[src/hw/rtl/lru_key_value_cache_defines.svh]
// Assertion macros shared by the LRU key-value cache RTL.
`ifndef LRU_KEY_VALUE_CACHE_DEFINES_SVH
`define LRU_KEY_VALUE_CACHE_DEFINES_SVH

// Same-cycle implication, checked on every rising edge outside reset.
`define LRU_ASSERT_NOW(label, cond, expr, msg) \
    label: assert property (@(posedge clk) disable iff (!rst_n) (cond) |-> (expr)) \
        else $error(msg);

// Next-cycle implication, checked on every rising edge outside reset.
`define LRU_ASSERT_NEXT(label, cond, expr, msg) \
    label: assert property (@(posedge clk) disable iff (!rst_n) (cond) |=> (expr)) \
        else $error(msg);

`endif

[src/hw/rtl/lru_kv_pkg.sv]
// Shared types and constants for the LRU key-value cache.
`default_nettype none

package lru_kv_pkg;

    // Default number of stack entries.
    localparam int ENTRIES_DEFAULT = 16;

    // Depth of the request queue between the front and back parts.
    localparam int QUEUE_DEPTH = 2;

    // Capacity register width and reset value.
    localparam int CAP_W = 5;
    localparam logic [CAP_W-1:0] CAP_RESET = 5'd16;

    // Request operation codes.
    localparam logic OP_GET = 1'b0;
    localparam logic OP_PUT = 1'b1;

    // One request as it travels through the queue.
    typedef struct packed {
        logic        operation;
        logic [31:0] key;
        logic [31:0] value;
    } item_t;

    // Status of the back part, seen by the top level.
    typedef struct packed {
        logic busy;
        logic store_empty;
        logic store_full;
    } back_status_t;

endpackage

`default_nettype wire

[src/hw/rtl/lru_kv_front.sv]
// Front part: accepts request transactions and queues them for the back part.
`default_nettype none

module lru_kv_front (
    input  wire logic              clk,
    input  wire logic              rst_n,
    input  wire logic              in_valid,
    output logic                   in_stall,
    input  wire logic              operation,
    input  wire logic [31:0]       lookup_key,
    input  wire logic [31:0]       write_value,
    output logic                   q_valid,
    output lru_kv_pkg::item_t      q_item,
    input  wire logic              q_pop
);

    localparam int DEPTH = lru_kv_pkg::QUEUE_DEPTH;
    localparam int QW = (DEPTH > 1) ? $clog2(DEPTH) : 1;
    localparam int NW = $clog2(DEPTH + 1);

    lru_kv_pkg::item_t queue_reg [DEPTH];
    logic [QW-1:0] wr_ptr_reg, wr_ptr_next;
    logic [QW-1:0] rd_ptr_reg, rd_ptr_next;
    logic [NW-1:0] fill_reg, fill_next;
    logic push;
    lru_kv_pkg::item_t push_item;

    // Classify the incoming request into a queue entry.
    always_comb
    begin
        push_item.operation = (operation == lru_kv_pkg::OP_PUT) ?
                              lru_kv_pkg::OP_PUT : lru_kv_pkg::OP_GET;
        push_item.key       = lookup_key;
        push_item.value     = (operation == lru_kv_pkg::OP_PUT) ? write_value : 32'd0;
    end

    assign in_stall = (fill_reg == NW'(DEPTH));
    assign push     = in_valid && !in_stall;
    assign q_valid  = (fill_reg != '0);
    assign q_item   = queue_reg[rd_ptr_reg];

    // Pointer and fill count updates with explicit wrap.
    always_comb
    begin
        wr_ptr_next = wr_ptr_reg;
        rd_ptr_next = rd_ptr_reg;
        fill_next   = fill_reg;
        if (push)
        begin
            wr_ptr_next = (wr_ptr_reg == QW'(DEPTH - 1)) ? '0 : wr_ptr_reg + 1'b1;
        end
        if (q_pop)
        begin
            rd_ptr_next = (rd_ptr_reg == QW'(DEPTH - 1)) ? '0 : rd_ptr_reg + 1'b1;
        end
        if (push && !q_pop)
        begin
            fill_next = fill_reg + 1'b1;
        end
        else if (!push && q_pop)
        begin
            fill_next = fill_reg - 1'b1;
        end
    end

    always_ff @(posedge clk or negedge rst_n)
    begin
        if (!rst_n)
        begin
            wr_ptr_reg <= '0;
            rd_ptr_reg <= '0;
            fill_reg   <= '0;
        end
        else
        begin
            wr_ptr_reg <= wr_ptr_next;
            rd_ptr_reg <= rd_ptr_next;
            fill_reg   <= fill_next;
        end
    end

    // Queue storage holds payload only.
    always_ff @(posedge clk)
    begin
        if (push)
        begin
            queue_reg[wr_ptr_reg] <= push_item;
        end
    end

endmodule

`default_nettype wire

[src/hw/rtl/lru_kv_back.sv]
// Back part: recency-ordered key stack, lookup sequencer and result register.
`default_nettype none

module lru_kv_back #(
    parameter int ENTRIES = lru_kv_pkg::ENTRIES_DEFAULT
) (
    input  wire logic                          clk,
    input  wire logic                          rst_n,
    input  wire logic                          cfg_write,
    input  wire logic [lru_kv_pkg::CAP_W-1:0]  cfg_data,
    input  wire logic                          q_valid,
    input  wire lru_kv_pkg::item_t             q_item,
    output logic                               q_pop,
    output logic                               out_valid,
    input  wire logic                          out_stall,
    output logic                               hit,
    output logic [31:0]                        read_value,
    output logic                               evicted,
    output logic [31:0]                        evicted_key,
    output lru_kv_pkg::back_status_t           status
);

    localparam int PW = (ENTRIES > 1) ? $clog2(ENTRIES) : 1;
    localparam int CW = $clog2(ENTRIES + 1);

    localparam logic [0:0] ST_LOOK = 1'b0;
    localparam logic [0:0] ST_EXEC = 1'b1;

    logic [0:0] state_reg, state_next;
    logic [CW-1:0] count_reg, count_next;
    logic [lru_kv_pkg::CAP_W-1:0] cap_reg;
    logic [31:0] keys_reg [ENTRIES];
    logic [31:0] vals_reg [ENTRIES];
    lru_kv_pkg::item_t item_reg;
    logic [ENTRIES-1:0] match_reg, match_now;
    logic out_valid_reg, out_valid_next;
    logic hit_reg, evicted_reg;
    logic [31:0] read_value_reg, evicted_key_reg;

    logic go;
    logic hit_w, is_put, ev_w, do_write, full_w;
    logic [PW-1:0] pos_w, last_idx;
    logic [31:0] old_val, ev_key, new_val;
    logic [CW-1:0] eff_cap, count_after, shift_lim;

    // Compare the queue head against every valid stack entry.
    always_comb
    begin
        for (int i = 0; i < ENTRIES; i++)
        begin
            match_now[i] = (CW'(i) < count_reg) && (keys_reg[i] == q_item.key);
        end
    end

    // Capacity in use, clamped to the range 1 to ENTRIES.
    always_comb
    begin
        if (cap_reg == '0)
        begin
            eff_cap = CW'(1);
        end
        else if (int'(cap_reg) > ENTRIES)
        begin
            eff_cap = CW'(ENTRIES);
        end
        else
        begin
            eff_cap = CW'(cap_reg);
        end
    end

    assign full_w = (count_reg >= eff_cap);

    // Keys are unique in the stack, so the match vector is one-hot or zero.
    always_comb
    begin
        pos_w    = '0;
        old_val  = '0;
        ev_key   = '0;
        last_idx = PW'(count_reg - 1'b1);
        for (int i = 0; i < ENTRIES; i++)
        begin
            if (match_reg[i])
            begin
                pos_w   = pos_w | PW'(i);
                old_val = old_val | vals_reg[i];
            end
            if (PW'(i) == last_idx)
            begin
                ev_key = ev_key | keys_reg[i];
            end
        end
    end

    // Decide the stack update for the request held in the back part.
    always_comb
    begin
        hit_w    = |match_reg;
        is_put   = (item_reg.operation == lru_kv_pkg::OP_PUT);
        ev_w     = !hit_w && is_put && full_w;
        do_write = hit_w || is_put;
        new_val  = is_put ? item_reg.value : old_val;
        count_after = ev_w ? (count_reg - 1'b1) : count_reg;
        if (hit_w)
        begin
            shift_lim = CW'(pos_w);
        end
        else if (count_after >= CW'(ENTRIES - 1))
        begin
            shift_lim = CW'(ENTRIES - 1);
        end
        else
        begin
            shift_lim = count_after;
        end
    end

    assign go    = (state_reg == ST_EXEC) && (!out_valid_reg || !out_stall);
    assign q_pop = (state_reg == ST_LOOK) && q_valid;

    // Sequencer and entry count.
    always_comb
    begin
        state_next     = state_reg;
        count_next     = count_reg;
        out_valid_next = out_valid_reg;
        if (out_valid_reg && !out_stall)
        begin
            out_valid_next = 1'b0;
        end
        case (state_reg)
            ST_LOOK:
            begin
                if (q_valid)
                begin
                    state_next = ST_EXEC;
                end
            end
            ST_EXEC:
            begin
                if (go)
                begin
                    state_next     = ST_LOOK;
                    out_valid_next = 1'b1;
                    if (!hit_w && is_put && !ev_w && (count_reg < CW'(ENTRIES)))
                    begin
                        count_next = count_reg + 1'b1;
                    end
                end
            end
            default:
            begin
                state_next = ST_LOOK;
            end
        endcase
        if (cfg_write)
        begin
            count_next = '0;
        end
    end

    always_ff @(posedge clk or negedge rst_n)
    begin
        if (!rst_n)
        begin
            state_reg     <= ST_LOOK;
            count_reg     <= '0;
            cap_reg       <= lru_kv_pkg::CAP_RESET;
            out_valid_reg <= 1'b0;
        end
        else
        begin
            state_reg     <= state_next;
            count_reg     <= count_next;
            out_valid_reg <= out_valid_next;
            if (cfg_write)
            begin
                cap_reg <= cfg_data;
            end
        end
    end

    // Capture the request and its match vector when it leaves the queue.
    always_ff @(posedge clk)
    begin
        if (q_pop)
        begin
            item_reg  <= q_item;
            match_reg <= match_now;
        end
    end

    // Move the touched entry to the top and shift the ones above it down.
    always_ff @(posedge clk)
    begin
        if (go && do_write)
        begin
            keys_reg[0] <= item_reg.key;
            vals_reg[0] <= new_val;
            for (int i = 1; i < ENTRIES; i++)
            begin
                if (CW'(i) <= shift_lim)
                begin
                    keys_reg[i] <= keys_reg[i-1];
                    vals_reg[i] <= vals_reg[i-1];
                end
            end
        end
    end

    // Result register.
    always_ff @(posedge clk)
    begin
        if (go)
        begin
            hit_reg         <= hit_w;
            read_value_reg  <= (hit_w && !is_put) ? old_val : 32'd0;
            evicted_reg     <= ev_w;
            evicted_key_reg <= ev_w ? ev_key : 32'd0;
        end
    end

    assign out_valid   = out_valid_reg;
    assign hit         = hit_reg;
    assign read_value  = read_value_reg;
    assign evicted     = evicted_reg;
    assign evicted_key = evicted_key_reg;

    assign status.busy        = (state_reg != ST_LOOK) || out_valid_reg;
    assign status.store_empty = (count_reg == '0);
    assign status.store_full  = full_w;

endmodule

`default_nettype wire

[src/hw/rtl/lru_key_value_cache.sv]
// Top level of the LRU key-value cache: front queue feeding the stack back part.
//
//  Channel   Handshake             Payload
//  -------   -------------------   ---------------------------------------------
//  in        in_valid / in_stall   operation, lookup_key, write_value
//  out       out_valid / out_stall hit, read_value, evicted, evicted_key
//  cfg       cfg_write             cfg_data (capacity_in_use)
//
// In the back part, the look state compares the key against every stack entry and
// the execute state shifts the stack and loads the result register.
// A two-entry queue in front accepts transactions while the back part works.
// Reset empties the store and sets the capacity to 16; a capacity write also
// empties the store. A stalled result holds the back part in its execute state.
`default_nettype none

`include "lru_key_value_cache_defines.svh"

module lru_key_value_cache #(
    parameter int ENTRIES = lru_kv_pkg::ENTRIES_DEFAULT
) (
    input  wire logic                          clk,
    input  wire logic                          rst_n,
    input  wire logic                          cfg_write,
    input  wire logic [lru_kv_pkg::CAP_W-1:0]  cfg_data,
    input  wire logic                          in_valid,
    output logic                               in_stall,
    input  wire logic                          operation,
    input  wire logic [31:0]                   lookup_key,
    input  wire logic [31:0]                   write_value,
    output logic                               out_valid,
    input  wire logic                          out_stall,
    output logic                               hit,
    output logic [31:0]                        read_value,
    output logic                               evicted,
    output logic [31:0]                        evicted_key
);

    logic q_valid;
    logic q_pop;
    lru_kv_pkg::item_t q_item;
    lru_kv_pkg::back_status_t status;

    lru_kv_front u_front (
        .clk         (clk),
        .rst_n       (rst_n),
        .in_valid    (in_valid),
        .in_stall    (in_stall),
        .operation   (operation),
        .lookup_key  (lookup_key),
        .write_value (write_value),
        .q_valid     (q_valid),
        .q_item      (q_item),
        .q_pop       (q_pop)
    );

    lru_kv_back #(
        .ENTRIES (ENTRIES)
    ) u_back (
        .clk         (clk),
        .rst_n       (rst_n),
        .cfg_write   (cfg_write),
        .cfg_data    (cfg_data),
        .q_valid     (q_valid),
        .q_item      (q_item),
        .q_pop       (q_pop),
        .out_valid   (out_valid),
        .out_stall   (out_stall),
        .hit         (hit),
        .read_value  (read_value),
        .evicted     (evicted),
        .evicted_key (evicted_key),
        .status      (status)
    );

    // A capacity write leaves the store empty.
    `LRU_ASSERT_NEXT(a_cfg_clears, cfg_write, status.store_empty, "store not cleared")

    // The capacity in use is at least one, so an empty store is never full.
    `LRU_ASSERT_NOW(a_empty_not_full, status.store_empty, !status.store_full, "full while empty")

    // Only a miss can evict.
    `LRU_ASSERT_NOW(a_evict_on_miss, out_valid, !(hit && evicted), "eviction reported on a hit")

    // A miss returns no value.
    `LRU_ASSERT_NOW(a_miss_no_value, out_valid && !hit, read_value == 32'd0, "miss returned a value")

    // A waiting result keeps the back part busy.
    `LRU_ASSERT_NOW(a_result_busy, out_valid, status.busy, "result pending while idle")

endmodule

`default_nettype wire
[config.mk]
export PLATFORM = sky130hd
export DESIGN_NAME = lru_key_value_cache
export DESIGN_NICKNAME = d
export VERILOG_FILES = /design/src/hw/rtl/lru_kv_pkg.sv /design/src/hw/rtl/lru_kv_front.sv /design/src/hw/rtl/lru_kv_back.sv /design/src/hw/rtl/lru_key_value_cache.sv
export VERILOG_INCLUDE_DIRS = /design/src /design/src/hw/rtl
export SDC_FILE = /design/constraint.sdc
export NUM_CORES = 2
export LEC_CHECK = 0
export BUFFER_PORTS_ARGS = -buffer_cell sky130_fd_sc_hd__buf_2
export CAP_MARGIN = 20
export CORE_ASPECT_RATIO = 1.5
export CORE_MARGIN = 2
export CORE_UTILIZATION = 52
export CTS_BUF_LIST = sky130_fd_sc_hd__clkbuf_8
export DETAILED_ROUTE_END_ITERATION = 12
export PLACE_DENSITY = 0.67
export RECOVER_POWER = 100
export SLEW_MARGIN = 40
export SYNTH_ARGS = -nofsm -noshare
export SYNTH_HDL_FRONTEND = slang
export SYNTH_SLANG_ARGS = --single-unit
[constraint.sdc]
create_clock -name clk -period 17.2 [get_ports clk]
set_clock_uncertainty 0.05 [all_clocks]
set_input_delay 3.44 -clock clk [delete_from_list [all_inputs] [get_ports clk]]
set_output_delay 3.44 -clock clk [all_outputs]
set_load 0.01 [all_outputs]
==> results.py <==
metrics = {
    "status": {
        "status": "finished, violations left",
        "violations": "capacitance limit, slew limit",
    },
    "clocking": {
        "cts.sinks": 1317,
        "cts_setup_buffers": 0,
        "holdBufCountCts": 0,
        "cts-root-to-sink-buffers": 3,
        "cts_tree": "yes",
        "path_clk_slew_ns": 0.07,
        "cts.htree.levels": 4,
        "cts_resized": 0,
        "insertion_delay_ns": 0.96,
        "root_buffer": "clkbuf_8",
        "numCtsBuffers": 191,
    },
    "critical_path": {
        "reg2reg_depth": 9,
        "crit_type": "input port to register",
        "crit_chain": "clkbuf_1 > a21boi_4 > clkbuf_1 > o21ai_0 > clkbuf_1 > o31ai_1 > clkbuf_1 > clkbuf_1",
        "crit_top_cell": "clkbuf_1",
        "cp-start-kind": "input port",
        "critical-path-max-stage-delay_ns": 2.99,
        "worstPathArrival_ns": 11.40,
        "cp_max_fo": 41,
        "required_ns": 17.57,
        "cp_slowest_cell": "clkbuf_1",
        "end_kind": "register",
    },
    "finish": {
        "fin_util": 0.585,
        "areaGrowthSynthToFinish_pct": 11.7,
        "final_cells": 5231,
        "drive_above_1_share": 0.131,
        "fin_nets": 3761,
    },
    "synthesis": {
        "synth_edf_count": 1301,
        "ys_types": 61,
        "avgSynthCellArea_sq_um": 16.0,
        "synth_nets": 3481,
        "syn_area_sq_um": 54500,
        "yosys_register_bits": 1317,
        "synth_seq_area_share": 0.725,
        "synth_area_leader_cell": "edfxtp_1",
        "yosysWarnings": 0,
        "yosys-top-cells-area": "edfxtp_1 (72%), xor2_1 (5.0%), a22oi_1 (3.7%)",
        "synth_flop_cell": "edfxtp_1",
        "async_flop_share": 0.0121,
        "yosysTopAreaCellShare": 0.717,
        "synthCells": 3394,
    },
    "die": {
        "core_area_sq_um": 104000,
        "start_util": 0.524,
        "fp-row-count": 145,
        "dieHeight_um": 400,
        "die_x_um": 268,
        "pin_count": 143,
        "die-area_sq_um": 107000,
    },
    "routing": {
        "wire_per_inst_um": 43.5,
        "totalWireLength_mm": 228,
        "remaining_drc_errors": 0,
        "viasPerCell": 6.94,
        "dr.first_iter.drc_count": 5640,
        "dr.pass1.iters": 8,
        "ant_nets": 0,
        "via_count": 36300,
    },
    "place": {
        "gp_congestion": 1.11,
        "dp_cells": 4871,
        "dpl.hpwl_mm": 153,
        "portBuffers": 142,
    },
    "worst_hold_path": {
        "min_path_type": "register to register",
        "holdPathStages": 0,
    },
    "sta": {
        "worstMarginPinSlew_ns": 4.67,
        "min_period_ns": 11.02,
        "relSlewSlack": -2.11,
        "setup_viol": 0,
        "hold_violations": 0,
        "rsz0062_at_grt": "no",
        "fin_setup_tns_ns": 0,
        "finalCritPeriodShare": 0.641,
        "slew_violations": 1402,
        "timing.fmax_ghz": 0.0907,
    },
    "global_route": {
        "antenna_found_initial": 18,
        "grt_pass1_wl_mm": 304,
        "grtUsageTotal": 0.428,
        "first_global_vias": 35100,
        "grt.overflow.total": 0,
        "grt_max_degree": 56,
    },
    "job": {
        "maxCapViolations": 54,
    },
    "power_and_ir_drop": {
        "power-per-cell-area_nw_per_um2": 229,
        "vdd_ir_drop_max_uv": 120,
        "power.leakage_nw": 20.4,
        "p_total_w": 0.0139,
    },
}
synthesized netlist by cell type (15+ instances only):
library cell / number
mux2_2: 37
nor4_1: 74
a2111oi_0: 16
mux2i_1: 33
and2_1: 43
and3_1: 37
xnor2_1: 207
inv_1: 75
a22oi_1: 270
a21oi_1: 45
a31oi_1: 22
a22o_1: 80
nand3_1: 84
clkbuf_1: 127
nor2_1: 80
and4_1: 16
edfxtp_1: 1301
a221oi_1: 104
dfrtp_1: 15
nand2_1: 96
xor2_1: 314
nand4_1: 105
mux2i_4: 31
buf_2: 45
o21a_1: 15
cell families after synthesis:
kind of cell    Yosys count  share of synthesized area
fa+ha+maj                12                    0.00276
buf+inv                 266                     0.0199
compound gates          607                     0.0858
flops                  1317                      0.725
xor+xnor                521                     0.0838
mux                     102                     0.0268
simple gates            569                     0.0562
critical path, delay by kind of cell:
family,cells,cell delay [ns]
compound gates,3,1.70
buf+inv,5,6.08
cell type report:
cell class | count | area [sq um]
Antenna cell | 10 | 25.0
Clock buffer | 198 | 2730
Clock inverter | 146 | 845
Fill cell | 8110 | 43100
Inverter | 75 | 285
Multi-Input combinational cell | 1811 | 14300
Sequential cell | 1317 | 39500
Tap cell | 1396 | 1750
Timing Repair Buffer | 278 | 1410
placed cells by master, fill, tap and decap left out, drive strengths merged, types with 65 or more instances in the layout:
master,synthesis,layout
nor2,80,80
nand4,105,105
buf,64,122
clkinv,0,81
mux2i,65,65
edfxtp,1301,1301
nand2,96,96
nor4,76,76
xor2,314,314
xnor2,207,207
a22oi,270,270
a22o,80,80
nand3,84,84
inv,75,126
a221oi,104,104
clkbuf,127,354
power by group:
part,switching (W),leakage (nW),internal (W),total (W)
combinational,0.00350,5.75,0.00112,0.00462
sequential,0.00121,12.6,0.00566,0.00687
clock,0.00129,2.00,0.00117,0.00245
metrics by stage:
stage | hold WS (ns) | area, sq um | setup WS [ns]
6_report | 0.364 | 60800 | 6.18
2_1_floorplan | 0.350 | 54500 | 1.85
3_5_place_dp | 0.355 | 57800 | 10.30
3_3_place_gp | 0.351 | 57200 | 9.94
5_1_grt | 0.377 | 60800 | 6.12
4_1_cts | 0.368 | 61300 | 11.27
final timing paths:
path / from / to / slack, ns
min reg2reg: u_back.item_reg[60] / u_back.keys_reg[0][28] / 0.36
max: out_stall / u_back.vals_reg[5][8] / 6.18
min: u_back.item_reg[60] / u_back.keys_reg[0][28] / 0.36
min in group asynchronous: rst_n / u_back.count_reg[4] / 2.52
max in group asynchronous: rst_n / u_back.count_reg[3] / 13.98
max reg2reg: u_back.match_reg[4] / u_back.vals_reg[5][8] / 7.03
metal layers:
metal / track usage / up-vias / wire, um
met5: 0.00504 / - / 97
met4: 0.421 / 6 / 28900
met3: 0.117 / 993 / 23300
met2: 0.650 / 3250 / 104000
met1: 0.478 / 18100 / 71300
li1: - / 13900 / -
Note: power is estimated with default switching activity, not from simulation.
